<file path="src/rtl/core/rrqs_pkg.sv">
// Shared types and constants for the round-robin quantum scheduler.
`default_nettype none
package rrqs_pkg;

	localparam int ID_W           = 22;
	localparam int TIME_W         = 16;
	localparam int QS_W           = 8;
	localparam int VERDICT_W      = 2;
	localparam int QUEUE_DEPTH_DEF = 16;
	localparam int PDATA_W        = 32;
	localparam int PADDR_W        = 1;

	localparam logic [QS_W-1:0] QUANTUM_RESET = 8'd10;

	localparam logic [VERDICT_W-1:0] VERDICT_RUN    = 2'd0;
	localparam logic [VERDICT_W-1:0] VERDICT_WAIT   = 2'd1;
	localparam logic [VERDICT_W-1:0] VERDICT_REJECT = 2'd2;

	localparam logic [PADDR_W-1:0] REG_QUANTUM = 1'b0;

	// Broadcast control from the scheduler to every queue cell.
	typedef struct packed {
		logic remove;     // close the gap at the matching cell
		logic shift_all;  // pop the head
		logic load_tail;  // write push data at tail_idx
		logic upd_left;   // matching cell takes the request time
	} rrqs_ctrl_t;

endpackage
`default_nettype wire

</file>
<file path="src/rtl/core/rrqs_cell.sv">
// One wait-queue slot: holds an id and its time, matches and shifts toward the head.
`default_nettype none
module rrqs_cell
	import rrqs_pkg::*;
#(
	parameter int CNT_W = $clog2(QUEUE_DEPTH_DEF + 1),
	parameter int IDX   = 0
) (
	input  wire logic              clk,
	input  wire rrqs_ctrl_t        ctrl,
	input  wire logic [CNT_W-1:0]  count,
	input  wire logic [CNT_W-1:0]  tail_idx,
	input  wire logic [ID_W-1:0]   req_id,
	input  wire logic [TIME_W-1:0] req_left,
	input  wire logic [ID_W-1:0]   push_id,
	input  wire logic [TIME_W-1:0] push_left,
	input  wire logic [ID_W-1:0]   nxt_id,
	input  wire logic [TIME_W-1:0] nxt_left,
	input  wire logic              seen_i,
	output logic                   seen_o,
	output logic [ID_W-1:0]        id_o,
	output logic [TIME_W-1:0]      left_o
);

	localparam logic [CNT_W-1:0] IDX_C = CNT_W'(IDX);

	logic [ID_W-1:0]   id_q;
	logic [TIME_W-1:0] left_q;
	logic              match_q;
	logic              occupied;
	logic              shift_en;
	logic              load_en;

	assign occupied = (count > IDX_C);
	assign seen_o   = seen_i | match_q;
	assign shift_en = ctrl.shift_all | (ctrl.remove & seen_o);
	assign load_en  = ctrl.load_tail & (tail_idx == IDX_C);
	assign id_o     = id_q;
	assign left_o   = left_q;

	always_ff @(posedge clk) begin
		match_q <= occupied && (id_q == req_id);
		if (load_en) begin
			id_q   <= push_id;
			left_q <= push_left;
		end else if (shift_en) begin
			id_q   <= nxt_id;
			left_q <= nxt_left;
		end else if (ctrl.upd_left && match_q) begin
			left_q <= req_left;
		end
	end

endmodule
`default_nettype wire

</file>
<file path="src/rtl/core/round_robin_quantum_scheduler_unit.sv">
// Top level: request control, running-job registers, config port and the queue cell row.
// A request is registered, then compared in the cells; its result is registered at the update.
// A new request is taken only once the previous one is through compare and update in the cells.
// The next request is taken while an earlier result still waits on a stalled output.
// Reset: asynchronous, active low; idle, queue empty, quantum register back to 10.
// Queue slots hold no reset; only slots below the fill count are ever read.
`default_nettype none
module round_robin_quantum_scheduler_unit
	import rrqs_pkg::*;
#(
	parameter int QUEUE_DEPTH = QUEUE_DEPTH_DEF
) (
	input  wire logic                 clk,
	input  wire logic                 arst_n,
	input  wire logic                 psel,
	input  wire logic                 penable,
	input  wire logic                 pwrite,
	input  wire logic [PADDR_W-1:0]   paddr,
	input  wire logic [PDATA_W-1:0]   pwdata,
	output logic [PDATA_W-1:0]        prdata,
	output logic                      pready,
	input  wire logic                 job_valid,
	output logic                      job_stall,
	input  wire logic [ID_W-1:0]      job_id,
	input  wire logic [TIME_W-1:0]    time_left,
	output logic                      res_valid,
	input  wire logic                 res_stall,
	output logic [VERDICT_W-1:0]      verdict,
	output logic                      busy_res,
	output logic [ID_W-1:0]           owner_id,
	output logic [TIME_W-1:0]         owner_time_left
);

	localparam int CNT_W = $clog2(QUEUE_DEPTH + 1);
	localparam logic [CNT_W-1:0] DEPTH_C = CNT_W'(QUEUE_DEPTH);
	localparam logic [CNT_W-1:0] CNT_ONE = CNT_W'(1);

	localparam logic [1:0] ST_IDLE  = 2'd0;
	localparam logic [1:0] ST_MATCH = 2'd1;
	localparam logic [1:0] ST_EXEC  = 2'd2;

	logic [1:0]        state_q;
	logic [QS_W-1:0]   quantum_q;
	logic [ID_W-1:0]   req_id_q;
	logic [TIME_W-1:0] req_left_q;
	logic              run_flag_q;
	logic [ID_W-1:0]   run_id_q;
	logic [TIME_W-1:0] run_left_q;
	logic [QS_W-1:0]   slices_q;
	logic [CNT_W-1:0]  count_q;
	logic              res_valid_q;
	logic [VERDICT_W-1:0] verdict_q;
	logic              busy_q;
	logic [ID_W-1:0]   owner_id_q;
	logic [TIME_W-1:0] owner_left_q;

	logic              exec_go;
	rrqs_ctrl_t        ctrl;
	logic [CNT_W-1:0]  tail_idx;
	logic [ID_W-1:0]   push_id;
	logic [TIME_W-1:0] push_left;
	logic              run_flag_d;
	logic [ID_W-1:0]   run_id_d;
	logic [TIME_W-1:0] run_left_d;
	logic [QS_W-1:0]   slices_d;
	logic [CNT_W-1:0]  count_d;
	logic [VERDICT_W-1:0] verdict_d;
	logic [QS_W-1:0]   slices_dec;
	logic              found;
	logic              cfg_wr;

	logic [ID_W-1:0]   cell_id   [QUEUE_DEPTH+1];
	logic [TIME_W-1:0] cell_left [QUEUE_DEPTH+1];
	logic              seen      [QUEUE_DEPTH+1];

	// Config port
	assign pready = 1'b1;
	assign cfg_wr = psel && penable && pwrite && (paddr == REG_QUANTUM);
	assign prdata = (paddr == REG_QUANTUM) ? PDATA_W'(quantum_q) : '0;

	always_ff @(posedge clk or negedge arst_n) begin
		if (!arst_n) begin
			quantum_q <= QUANTUM_RESET;
		end else if (cfg_wr) begin
			quantum_q <= pwdata[QS_W-1:0];
		end
	end

	// Handshake
	assign job_stall = (state_q != ST_IDLE);
	assign exec_go   = (state_q == ST_EXEC) && !(res_valid_q && res_stall);

	always_ff @(posedge clk or negedge arst_n) begin
		if (!arst_n) begin
			state_q     <= ST_IDLE;
			res_valid_q <= 1'b0;
		end else begin
			unique case (state_q)
				ST_IDLE: begin
					if (job_valid) state_q <= ST_MATCH;
				end
				ST_MATCH: state_q <= ST_EXEC;
				ST_EXEC: begin
					if (exec_go) state_q <= ST_IDLE;
				end
				default: state_q <= ST_IDLE;
			endcase
			if (exec_go) begin
				res_valid_q <= 1'b1;
			end else if (!res_stall) begin
				res_valid_q <= 1'b0;
			end
		end
	end

	always_ff @(posedge clk) begin
		if (state_q == ST_IDLE && job_valid) begin
			req_id_q   <= job_id;
			req_left_q <= time_left;
		end
	end

	// Queue cell row
	assign found      = seen[QUEUE_DEPTH];
	assign slices_dec = (slices_q != '0) ? slices_q - QS_W'(1) : '0;

	always_comb begin
		ctrl       = '0;
		tail_idx   = count_q;
		push_id    = req_id_q;
		push_left  = req_left_q;
		run_flag_d = run_flag_q;
		run_id_d   = run_id_q;
		run_left_d = run_left_q;
		slices_d   = slices_q;
		count_d    = count_q;
		verdict_d  = VERDICT_RUN;
		priority if (req_left_q == '0) begin
			if (run_flag_q && req_id_q == run_id_q) begin
				if (count_q == '0) begin
					run_flag_d = 1'b0;
					run_id_d   = '0;
					run_left_d = '0;
					slices_d   = quantum_q;
				end else begin
					run_id_d       = cell_id[0];
					run_left_d     = cell_left[0];
					slices_d       = quantum_q;
					ctrl.shift_all = 1'b1;
					count_d        = count_q - CNT_ONE;
				end
			end else if (found) begin
				ctrl.remove = 1'b1;
				count_d     = count_q - CNT_ONE;
			end
		end else if (!run_flag_q) begin
			run_flag_d = 1'b1;
			run_id_d   = req_id_q;
			run_left_d = req_left_q;
			slices_d   = quantum_q;
		end else if (req_id_q == run_id_q) begin
			run_left_d = req_left_q;
			slices_d   = slices_dec;
			if (slices_dec == '0 && count_q != '0) begin
				// rotate: pop head, push old owner at the tail
				run_id_d       = cell_id[0];
				run_left_d     = cell_left[0];
				slices_d       = quantum_q;
				ctrl.shift_all = 1'b1;
				ctrl.load_tail = 1'b1;
				tail_idx       = count_q - CNT_ONE;
				push_id        = run_id_q;
				push_left      = req_left_q;
			end
		end else if (found) begin
			ctrl.upd_left = 1'b1;
			verdict_d     = VERDICT_WAIT;
		end else if (count_q < DEPTH_C) begin
			ctrl.load_tail = 1'b1;
			count_d        = count_q + CNT_ONE;
			verdict_d      = VERDICT_WAIT;
		end else begin
			verdict_d = VERDICT_REJECT;
		end
		if (!exec_go) ctrl = '0;
	end

	assign seen[0]                = 1'b0;
	assign cell_id[QUEUE_DEPTH]   = '0;
	assign cell_left[QUEUE_DEPTH] = '0;

	for (genvar i = 0; i < QUEUE_DEPTH; i++) begin : g_cell
		rrqs_cell #(
			.CNT_W (CNT_W),
			.IDX   (i)
		) u_cell (
			.clk       (clk),
			.ctrl      (ctrl),
			.count     (count_q),
			.tail_idx  (tail_idx),
			.req_id    (req_id_q),
			.req_left  (req_left_q),
			.push_id   (push_id),
			.push_left (push_left),
			.nxt_id    (cell_id[i+1]),
			.nxt_left  (cell_left[i+1]),
			.seen_i    (seen[i]),
			.seen_o    (seen[i+1]),
			.id_o      (cell_id[i]),
			.left_o    (cell_left[i])
		);
	end

	// Owner state and result register
	always_ff @(posedge clk or negedge arst_n) begin
		if (!arst_n) begin
			run_flag_q <= 1'b0;
			run_id_q   <= '0;
			run_left_q <= '0;
			slices_q   <= QUANTUM_RESET;
			count_q    <= '0;
		end else if (exec_go) begin
			run_flag_q <= run_flag_d;
			run_id_q   <= run_id_d;
			run_left_q <= run_left_d;
			slices_q   <= slices_d;
			count_q    <= count_d;
		end
	end

	always_ff @(posedge clk) begin
		if (exec_go) begin
			verdict_q    <= verdict_d;
			busy_q       <= run_flag_d;
			owner_id_q   <= run_id_d;
			owner_left_q <= run_left_d;
		end
	end

	assign res_valid       = res_valid_q;
	assign verdict         = verdict_q;
	assign busy_res        = busy_q;
	assign owner_id        = owner_id_q;
	assign owner_time_left = owner_left_q;

	// Checks
	a_count_bound: assert property (@(posedge clk) disable iff (!arst_n)
		count_q <= DEPTH_C)
		else $error("queue fill count beyond depth");

	a_idle_clear: assert property (@(posedge clk) disable iff (!arst_n)
		!run_flag_q |-> (run_id_q == '0 && run_left_q == '0))
		else $error("idle owner registers not cleared");

	a_accept_to_match: assert property (@(posedge clk) disable iff (!arst_n)
		(job_valid && !job_stall) |=> (state_q == ST_MATCH))
		else $error("accepted request did not enter compare");

	a_count_only_exec: assert property (@(posedge clk) disable iff (!arst_n)
		!exec_go |=> $stable(count_q))
		else $error("fill count changed outside update");

	a_count_step: assert property (@(posedge clk) disable iff (!arst_n)
		exec_go |=> (count_q == $past(count_q) || count_q == $past(count_q) + CNT_ONE
			|| count_q == $past(count_q) - CNT_ONE))
		else $error("fill count moved by more than one");

endmodule
`default_nettype wire
</file>
<file path="config.mk">
export PLATFORM = sky130hd
export DESIGN_NAME = round_robin_quantum_scheduler_unit
export DESIGN_NICKNAME = d
export VERILOG_FILES = /design/src/rtl/core/rrqs_pkg.sv /design/src/rtl/core/rrqs_cell.sv /design/src/rtl/core/round_robin_quantum_scheduler_unit.sv
export SDC_FILE = /design/constraint.sdc
export NUM_CORES = 1
export LEC_CHECK = 0
export CAP_MARGIN = 20
export CORE_UTILIZATION = 45
export DETAILED_ROUTE_END_ITERATION = 10
export DONT_BUFFER_PORTS = 1
export GPL_ROUTABILITY_DRIVEN = 0
export HOLD_SLACK_MARGIN = 0.02
export PLACE_DENSITY = 0.63
export SYNTH_ARGS = -nofsm -noshare
export SYNTH_HDL_FRONTEND = slang
export SYNTH_SLANG_ARGS = --single-unit
</file>
<file path="constraint.sdc">
create_clock -name clk -period 5.7 [get_ports clk]
set_input_delay 1.14 -clock clk [delete_from_list [all_inputs] [get_ports clk]]
set_output_delay 1.14 -clock clk [all_outputs]
set_load 0.005 [all_outputs]
</file>
== Word level (Yosys, flattened, before mapping) ==
Cells that the tools add are included.
Widths: inputs -> output; s select.

* Output and inout port bits: 76
* Input bits: 78
* Logic and storage cells: 419
* Register bits after elaboration: 766

* Bitwise gates (word level): 65
* Reduce and logical (&&, ||, !) cells: 88
* Add/sub/neg operators: 3
* Order comparisons: 17
* Equality and inequality tests: 43
* Muxes and demuxes: 140

{| class="wikitable"
|+ Operators with widths
! kind !! number
|-
| $mux 22 || 42
|-
| $mux 16 || 54
|-
| $eq 22x22->1 || 17
|-
| $mux 5 || 12
|-
| $mux 8 || 7
|-
| $reduce_bool 3->1 || 16
|-
| $eq 5x4->1 const B || 8
|-
| $gt 5x4->1 const B || 8
|-
| $logic_and 1x1->1 || 40
|-
| $reduce_bool 2->1 || 19
|-
| $and 1x1->1 || 32
|-
| $or 1x1->1 || 31
|-
| $eq 5x3->1 const B || 4
|-
| $gt 5x3->1 const B || 4
|-
| $mux 1 || 17
|-
| $logic_not 16->1 || 1
|-
| $eq 5x2->1 const B || 2
|-
| $gt 5x1->1 const B || 2
|-
| $gt 5x2->1 const B || 2
|-
| $logic_not 5->1 || 2
|-
| $mux 2 || 5
|-
| $logic_not 8->1 || 1
|-
| $ne 2x2->1 const B || 4
|-
| $reduce_bool 8->1 || 1
|-
| other kinds (22) || 25
|}

== Longest topological paths before layout ==
* Word-level depth: 24
* Mapped depth: 14
* Gate-level depth less buffers: 10

== Cells and area by module ==
From an unflattened synthesis, not the netlist that was laid out.

* Cell total of the unflattened synthesis: 3301
* Area total of the unflattened synthesis: 40834.2 um2

{| class="wikitable"
|+ By module, submodules not included
! module !! cells an instance !! sequential area each (um2) !! times used !! area each (um2)
|-
| round_robin_quantum_scheduler_unit || 569 || 3953.8 || 1 || 6857.8
|-
| rrqs_cell (g_cell[4].u_cell ...) || 172 || 1161.1 || 2 || 2130.8
|-
| rrqs_cell (g_cell[5].u_cell ...) || 171 || 1161.1 || 2 || 2123.3
|-
| rrqs_cell (g_cell[12].u_cell) || 170 || 1161.1 || 1 || 2133.3
|-
| rrqs_cell (g_cell[11].u_cell) || 171 || 1161.1 || 1 || 2132.0
|-
| rrqs_cell (g_cell[2].u_cell) || 171 || 1161.1 || 1 || 2128.3
|-
| rrqs_cell (g_cell[7].u_cell) || 170 || 1161.1 || 1 || 2128.3
|-
| rrqs_cell (g_cell[10].u_cell) || 172 || 1161.1 || 1 || 2127.0
|-
| rrqs_cell (g_cell[1].u_cell) || 171 || 1161.1 || 1 || 2125.8
|-
| rrqs_cell (g_cell[9].u_cell) || 171 || 1161.1 || 1 || 2124.5
|-
| rrqs_cell (g_cell[0].u_cell) || 171 || 1161.1 || 1 || 2120.8
|-
| rrqs_cell (g_cell[14].u_cell) || 170 || 1161.1 || 1 || 2115.8
|-
| rrqs_cell (g_cell[13].u_cell) || 170 || 1161.1 || 1 || 2113.3
|-
| rrqs_cell (g_cell[15].u_cell) || 169 || 1161.1 || 1 || 2112.0
|-
| rrqs_cell (g_cell[3].u_cell) || 170 || 1161.1 || 1 || 2107.0
|}

== Worst setup path after synthesis ==
No wires, ideal clock.

* Kind: input-to-reg
* Start: in res_stall
* End: reg g_cell[0].u_cell.id_q[0], enable pin
* Library setup time: 0.432 ns
* Arrival time: 4.986 ns
* Cell stages on the path: 9
* Path buffers: 1
* Setup slack: 0.282 ns
* Required time: 5.268 ns
* Cells stage by stage: nand2_1 > nand2b_1 > clkbuf_1 > inv_1 > nand3b_1 > o31a_1 > nor2_2 > nand2_1 > o21ai_0

* Longest elaborated chain between the ends: 7
* Elaborated cells between the ends (all ways): 8
* Classes of those cells: mux (1); bitwise (3); reduce/logical (4)

{| class="wikitable"
|+ Ends and longest elaborated chain
! item !! line !! source
|-
| start: declaration || round_robin_quantum_scheduler_unit.sv:27 || <nowiki>input wire logic res_stall,</nowiki>
|-
| $logic_and 1x1->1 (*) || round_robin_quantum_scheduler_unit.sv:91 || <nowiki>assign exec_go = (state_q == ST_EXEC) && !(res_valid_q && res_stall);</nowiki>
|-
| $logic_not 1->1 (*) || round_robin_quantum_scheduler_unit.sv:91 ||
|-
| $logic_and 1x1->1 (*) || round_robin_quantum_scheduler_unit.sv:91 ||
|-
| via exec_go || round_robin_quantum_scheduler_unit.sv:57 || <nowiki>logic exec_go;</nowiki>
|-
| $mux 4 (*) || round_robin_quantum_scheduler_unit.sv:185 || <nowiki>if (!exec_go) ctrl = '0;</nowiki>
|-
| $and 1x1->1 || rrqs_cell.sv:36 || <nowiki>assign shift_en = ctrl.shift_all | (ctrl.remove & seen_o);</nowiki>
|-
| $or 1x1->1 || rrqs_cell.sv:36 ||
|-
| $reduce_bool 2->1 (no source line) (*) || - ||
|-
| end signal: assignment || rrqs_cell.sv:44 || <nowiki>id_q <= push_id;</nowiki>
|-
| end signal: assignment || rrqs_cell.sv:47 || <nowiki>id_q <= nxt_id;</nowiki>
|-
| end: declaration || rrqs_cell.sv:27 || <nowiki>logic [ID_W-1:0] id_q;</nowiki>
|}

Mark *: on every way through the listed nets, which the timed path passes. The rest lies on a longest branch.
A chain may end at the register's enable or synchronous reset.

== Worst setup path after layout ==
* Start: reg req_left_q[13]
* End: reg g_cell[13].u_cell.id_q[17], enable pin

* Longest elaborated chain between the ends: 6
* Elaborated cells between the ends (all ways): 11
* Classes of those cells: eq/ne (1); mux (5); bitwise (3); reduce/logical (2)

{| class="wikitable"
|+ Ends and longest elaborated chain
! item !! line !! source
|-
| start: declaration || round_robin_quantum_scheduler_unit.sv:45 || <nowiki>logic [TIME_W-1:0] req_left_q;</nowiki>
|-
| start signal: assignment || round_robin_quantum_scheduler_unit.sv:119 || <nowiki>req_left_q <= time_left;</nowiki>
|-
| $logic_not 16->1 (*) || round_robin_quantum_scheduler_unit.sv:138 || <nowiki>priority if (req_left_q == '0) begin</nowiki>
|-
| $mux 1 || round_robin_quantum_scheduler_unit.sv:138 ||
|-
| $mux 4 || round_robin_quantum_scheduler_unit.sv:185 ||
|-
| $and 1x1->1 || rrqs_cell.sv:36 ||
|-
| $or 1x1->1 || rrqs_cell.sv:36 ||
|-
| $reduce_bool 2->1 (no source line) (*) || - ||
|-
| end signal: assignment || rrqs_cell.sv:44 ||
|-
| end signal: assignment || rrqs_cell.sv:47 ||
|-
| end: declaration || rrqs_cell.sv:27 ||
|}

Every way passes the cells marked *; elsewhere a longest branch is shown, timed or not.

==> reports/metrics.yaml <==
outcome: "completed"
initial_core_util_pct: 45.7
power.internal_mw: 9.65
pin_count: 154
number_of_core_rows: 105
design_power_total_mw: 12.7
grt_usage_pct: 19.8
design.die.area_mm2: 0.0849
area.growth.synth_to_final_pct: 9.65
cts_tree: "yes"
synth_sequential_area_ratio_pct: 59.8
synthCells: 2627
timing.fmax_mhz: 202
hold_path_class: "input port to asynchronous set/reset pin"
vertical_die_dimension_um: 291
combinational_share_of_power_pct: 8.4
worst_ep_required_ns: 6.01
asyncSetResetFlopFracSynth_pct: 8.22
synth_top_area_cell: "sky130_fd_sc_hd__edfxtp_1"
post_cts_sizing_count: 0
die_width_um: 291
power_frac_seq_pct: 50.4
synth.top_cell.area_share_pct: 54.8
switching_share_pct: 23.8
finalWorstPathRequiredPeriod_ns: 4.95
average_wire_per_cell_in_the_routed_design_um: 22.4
root_buffer: "sky130_fd_sc_hd__clkbuf_16"
post_route_cells_drive_above_1_share_pct: 31.1
power.net_switching_mw: 3.01
drt_first_iter_violations: 1411
yosysWarningCount: 0
critical_path_class: "flop to flop"
maxSlewHeadroom_pct: 27.9
yosys.cell_types.count: 79
syn_area_mm2: 0.0377
ctsHtreeMaxLevel: 3
tns_ns: 0
cts_buffers: 84
routed_via_density: 5.59
final.period_utilization_pct: 86.8
final_nets: 2679
flip_flop_and_latch_count_after_synthesis: 766
synth.top_cells.by_count: "687 x sky130_fd_sc_hd__edfxtp_1, 573 x sky130_fd_sc_hd__mux2_2, 263 x sky130_fd_sc_hd__xor2_1"
post-cts-setup-buffer-count: 0
yosys.cell_count.top_type: "sky130_fd_sc_hd__edfxtp_1"
clock-sinks: 766
worst_setup_path_startpoint: "req_left_q[13]$_DFFE_PP_"
worst_skew_pair.late_latency_ns: 0.64
arrival_ns: 5.25
antenna_found_initial: 9
cts.reportedPaths.clkPinSlew_ns: 0.06
setup_skew_after_layout_ns: 0.0300
drc_errors: 0
power_per_cell_area_mw_per_mm2: 306
irDropWorstVdd_v: 0.000210
global_route_wire_length_before_repair_um: 130000
static-leakage-power_nw: 14.2
postRouteAntennaNets: 0
slew_violations: 0
max_slew.worst_pin.slew_ns: 1.07
num_vias: 20900
regToRegStartpoint: "req_left_q[13]$_DFFE_PP_"
holdBufCountCts: 0
syn_area_per_cell_um2: 14.3
synth_enable_flop_cells: 687
pre_cts_ws_ns: 0.825
report.final.hold_viol_count: 0
pin_count_of_the_biggest_net_entering_global_routing: 64
p_clk_share_pct: 41.3
postSynth.topFlopCell: "sky130_fd_sc_hd__edfxtp_1"
placeable_area_mm2: 0.0825
io_buffers: 0
first_pass_iters: 6
drv.max_cap_violation_count: 0
place.detailed.hpwl_um: 59900
setup_violations: 0
startpoint_type: "flop"
post_layout_nonfiller_instances: 3737
grt_setup_unrepaired: "no"
finalWorstSetupSlack_ns: 0.755
grt_pass1_vias: 21471
critical_path_peak_fanout: 25
postLayoutCoreUtil_pct: 50.1
grt_overflow: 0
post_synth_main_area_contributors: "sky130_fd_sc_hd__edfxtp_1 55%, sky130_fd_sc_hd__mux2_2 17%, sky130_fd_sc_hd__xor2_1 6.1%"
cts.path.max_buffers: 3
drt_wl_total_um: 83600
worstSetupEndpointType: "flop"
dp.cells: 3579
==> logic make-up after synthesis <==
kind of cell / share of synthesized area, %
xor gates and xnor gates: 8.81
adders and majority gates: 0.199
AOI/OAI and AO/OA: 3.97
other: 0.0199
DFF: 59.8
and+or+nand+nor: 6.63
muxes: 17.4
buffers and inverters: 3.15
==> layout make-up <==
| class | instances | area, µm² |
|---|---|---|
| Antenna cell | 1 | 2.50 |
| Clock buffer | 122 | 2370 |
| Clock inverter | 35 | 300 |
| Fill cell | 6928 | 41200 |
| Inverter | 17 | 63.8 |
| Multi-Input combinational cell | 1644 | 14100 |
| Sequential cell | 766 | 22500 |
| Tap cell | 1070 | 1340 |
| Timing Repair Buffer | 82 | 616 |
==> per-stage QoR <==
stage / hold slack, ns / cell area [µm²]
5_1_grt: 0.163 / 41300
4_1_cts: 0.148 / 41300
3_3_place_gp: 0.463 / 38600
6_report: 0.189 / 41300
3_5_place_dp: 0.471 / 38600
2_1_floorplan: 0.450 / 37800
==> cell usage in the layout (no fill, tap or decap), types with 6 or more instances in the layout <==
cell                        instances
sky130_fd_sc_hd__nand3_1           29
sky130_fd_sc_hd__a222oi_1           7
sky130_fd_sc_hd__clkbuf_1          25
sky130_fd_sc_hd__nand2b_1           7
sky130_fd_sc_hd__dfxtp_1           16
sky130_fd_sc_hd__nand4_1           39
sky130_fd_sc_hd__nor2b_1           28
sky130_fd_sc_hd__clkbuf_16         84
sky130_fd_sc_hd__xnor2_1          116
sky130_fd_sc_hd__nor4_1            78
sky130_fd_sc_hd__or2_2              6
sky130_fd_sc_hd__clkbuf_8          13
sky130_fd_sc_hd__and3_1            27
sky130_fd_sc_hd__a31oi_4            6
sky130_fd_sc_hd__dfrtp_1           59
sky130_fd_sc_hd__or3_1             10
sky130_fd_sc_hd__o22ai_1            7
sky130_fd_sc_hd__and2_1             7
sky130_fd_sc_hd__nand2_1          141
sky130_fd_sc_hd__clkinv_1          16
sky130_fd_sc_hd__nor3_1            25
sky130_fd_sc_hd__buf_4             82
sky130_fd_sc_hd__clkinv_2          10
sky130_fd_sc_hd__o2bb2ai_1         23
sky130_fd_sc_hd__edfxtp_1         687
sky130_fd_sc_hd__mux2_1             6
sky130_fd_sc_hd__o21ai_0           40
sky130_fd_sc_hd__a21oi_1           20
sky130_fd_sc_hd__xor2_1           263
sky130_fd_sc_hd__inv_1             15
sky130_fd_sc_hd__nor2_1            28
sky130_fd_sc_hd__ha_1               6
sky130_fd_sc_hd__a22oi_1           33
sky130_fd_sc_hd__mux2_2           573
sky130_fd_sc_hd__conb_1            25
sky130_fd_sc_hd__nand3_2            6
==> layer usage <==
layer | global-route usage [%] | share of wire (%) | wire [µm] | up-vias
met5 | 0 | 0 | 0 | -
met1 | 26.7 | 44 | 37000 | 10466
met4 | 6.45 | 2.5 | 2130 | 0
met2 | 32.3 | 48 | 40000 | 579
met3 | 3.49 | 5.4 | 4530 | 127
li1 | - | - | - | 9728
==> state kept, by name, summed over array words and instances (netlist names) <==
| name | count |
|---|---|
| state_q | 2 |
| req_left_q | 16 |
| res_valid | 1 |
| quantum_q | 8 |
| g_cell.u_cell.left_o | 256 |
| req_id_q | 22 |
| run_flag_q | 1 |
| owner_id | 22 |
| run_id_q | 22 |
| owner_time_left | 16 |
| g_cell.u_cell.match_q | 16 |
| verdict | 2 |
| busy_res | 1 |
| count_q | 5 |
| g_cell.u_cell.id_o | 352 |
| run_left_q | 16 |
| slices_q | 8 |
==> power by group through the flow <==
stage	sequential, mW	combinational [mW]	clock (mW)
floorplan	6.40	0.814	0
global placement	6.48	1.04	0
detailed placement	6.49	1.07	0
CTS	6.38	1.07	5.34
global route	6.39	1.16	5.55
finish	6.37	1.06	5.22
==> worst paths after layout <==
kind	slack, ns	depth (start not counted)	to
max	0.75	12	g_cell[13].u_cell.id_o[17]$_DFFE_PP_
min	0.19	0	run_id_q[9]$_DFFE_PN0P_
max reg2reg	0.75	12	g_cell[13].u_cell.id_o[17]$_DFFE_PP_
min reg2reg	0.48	2	run_left_q[12]$_DFFE_PN0P_
max in group asynchronous	5.28	0	quantum_q[1]$_DFFE_PN1P_
min in group clk	0.48	2	run_left_q[12]$_DFFE_PN0P_
==> critical path: stages, from the launching register on <==
cell                        delay (ns)
sky130_fd_sc_hd__edfxtp_1         0.82
sky130_fd_sc_hd__nor4_1           0.22
sky130_fd_sc_hd__nand4_1          0.40
sky130_fd_sc_hd__buf_4            0.29
sky130_fd_sc_hd__and2_1           0.25
sky130_fd_sc_hd__nand3_1          0.36
sky130_fd_sc_hd__a2111oi_0        0.77
sky130_fd_sc_hd__a21o_1           0.37
sky130_fd_sc_hd__buf_4            0.35
sky130_fd_sc_hd__nand3_2          0.09
sky130_fd_sc_hd__buf_4            0.25
sky130_fd_sc_hd__nand2_1          0.11
sky130_fd_sc_hd__buf_4            0.29
(Power assumes the default switching activity.)
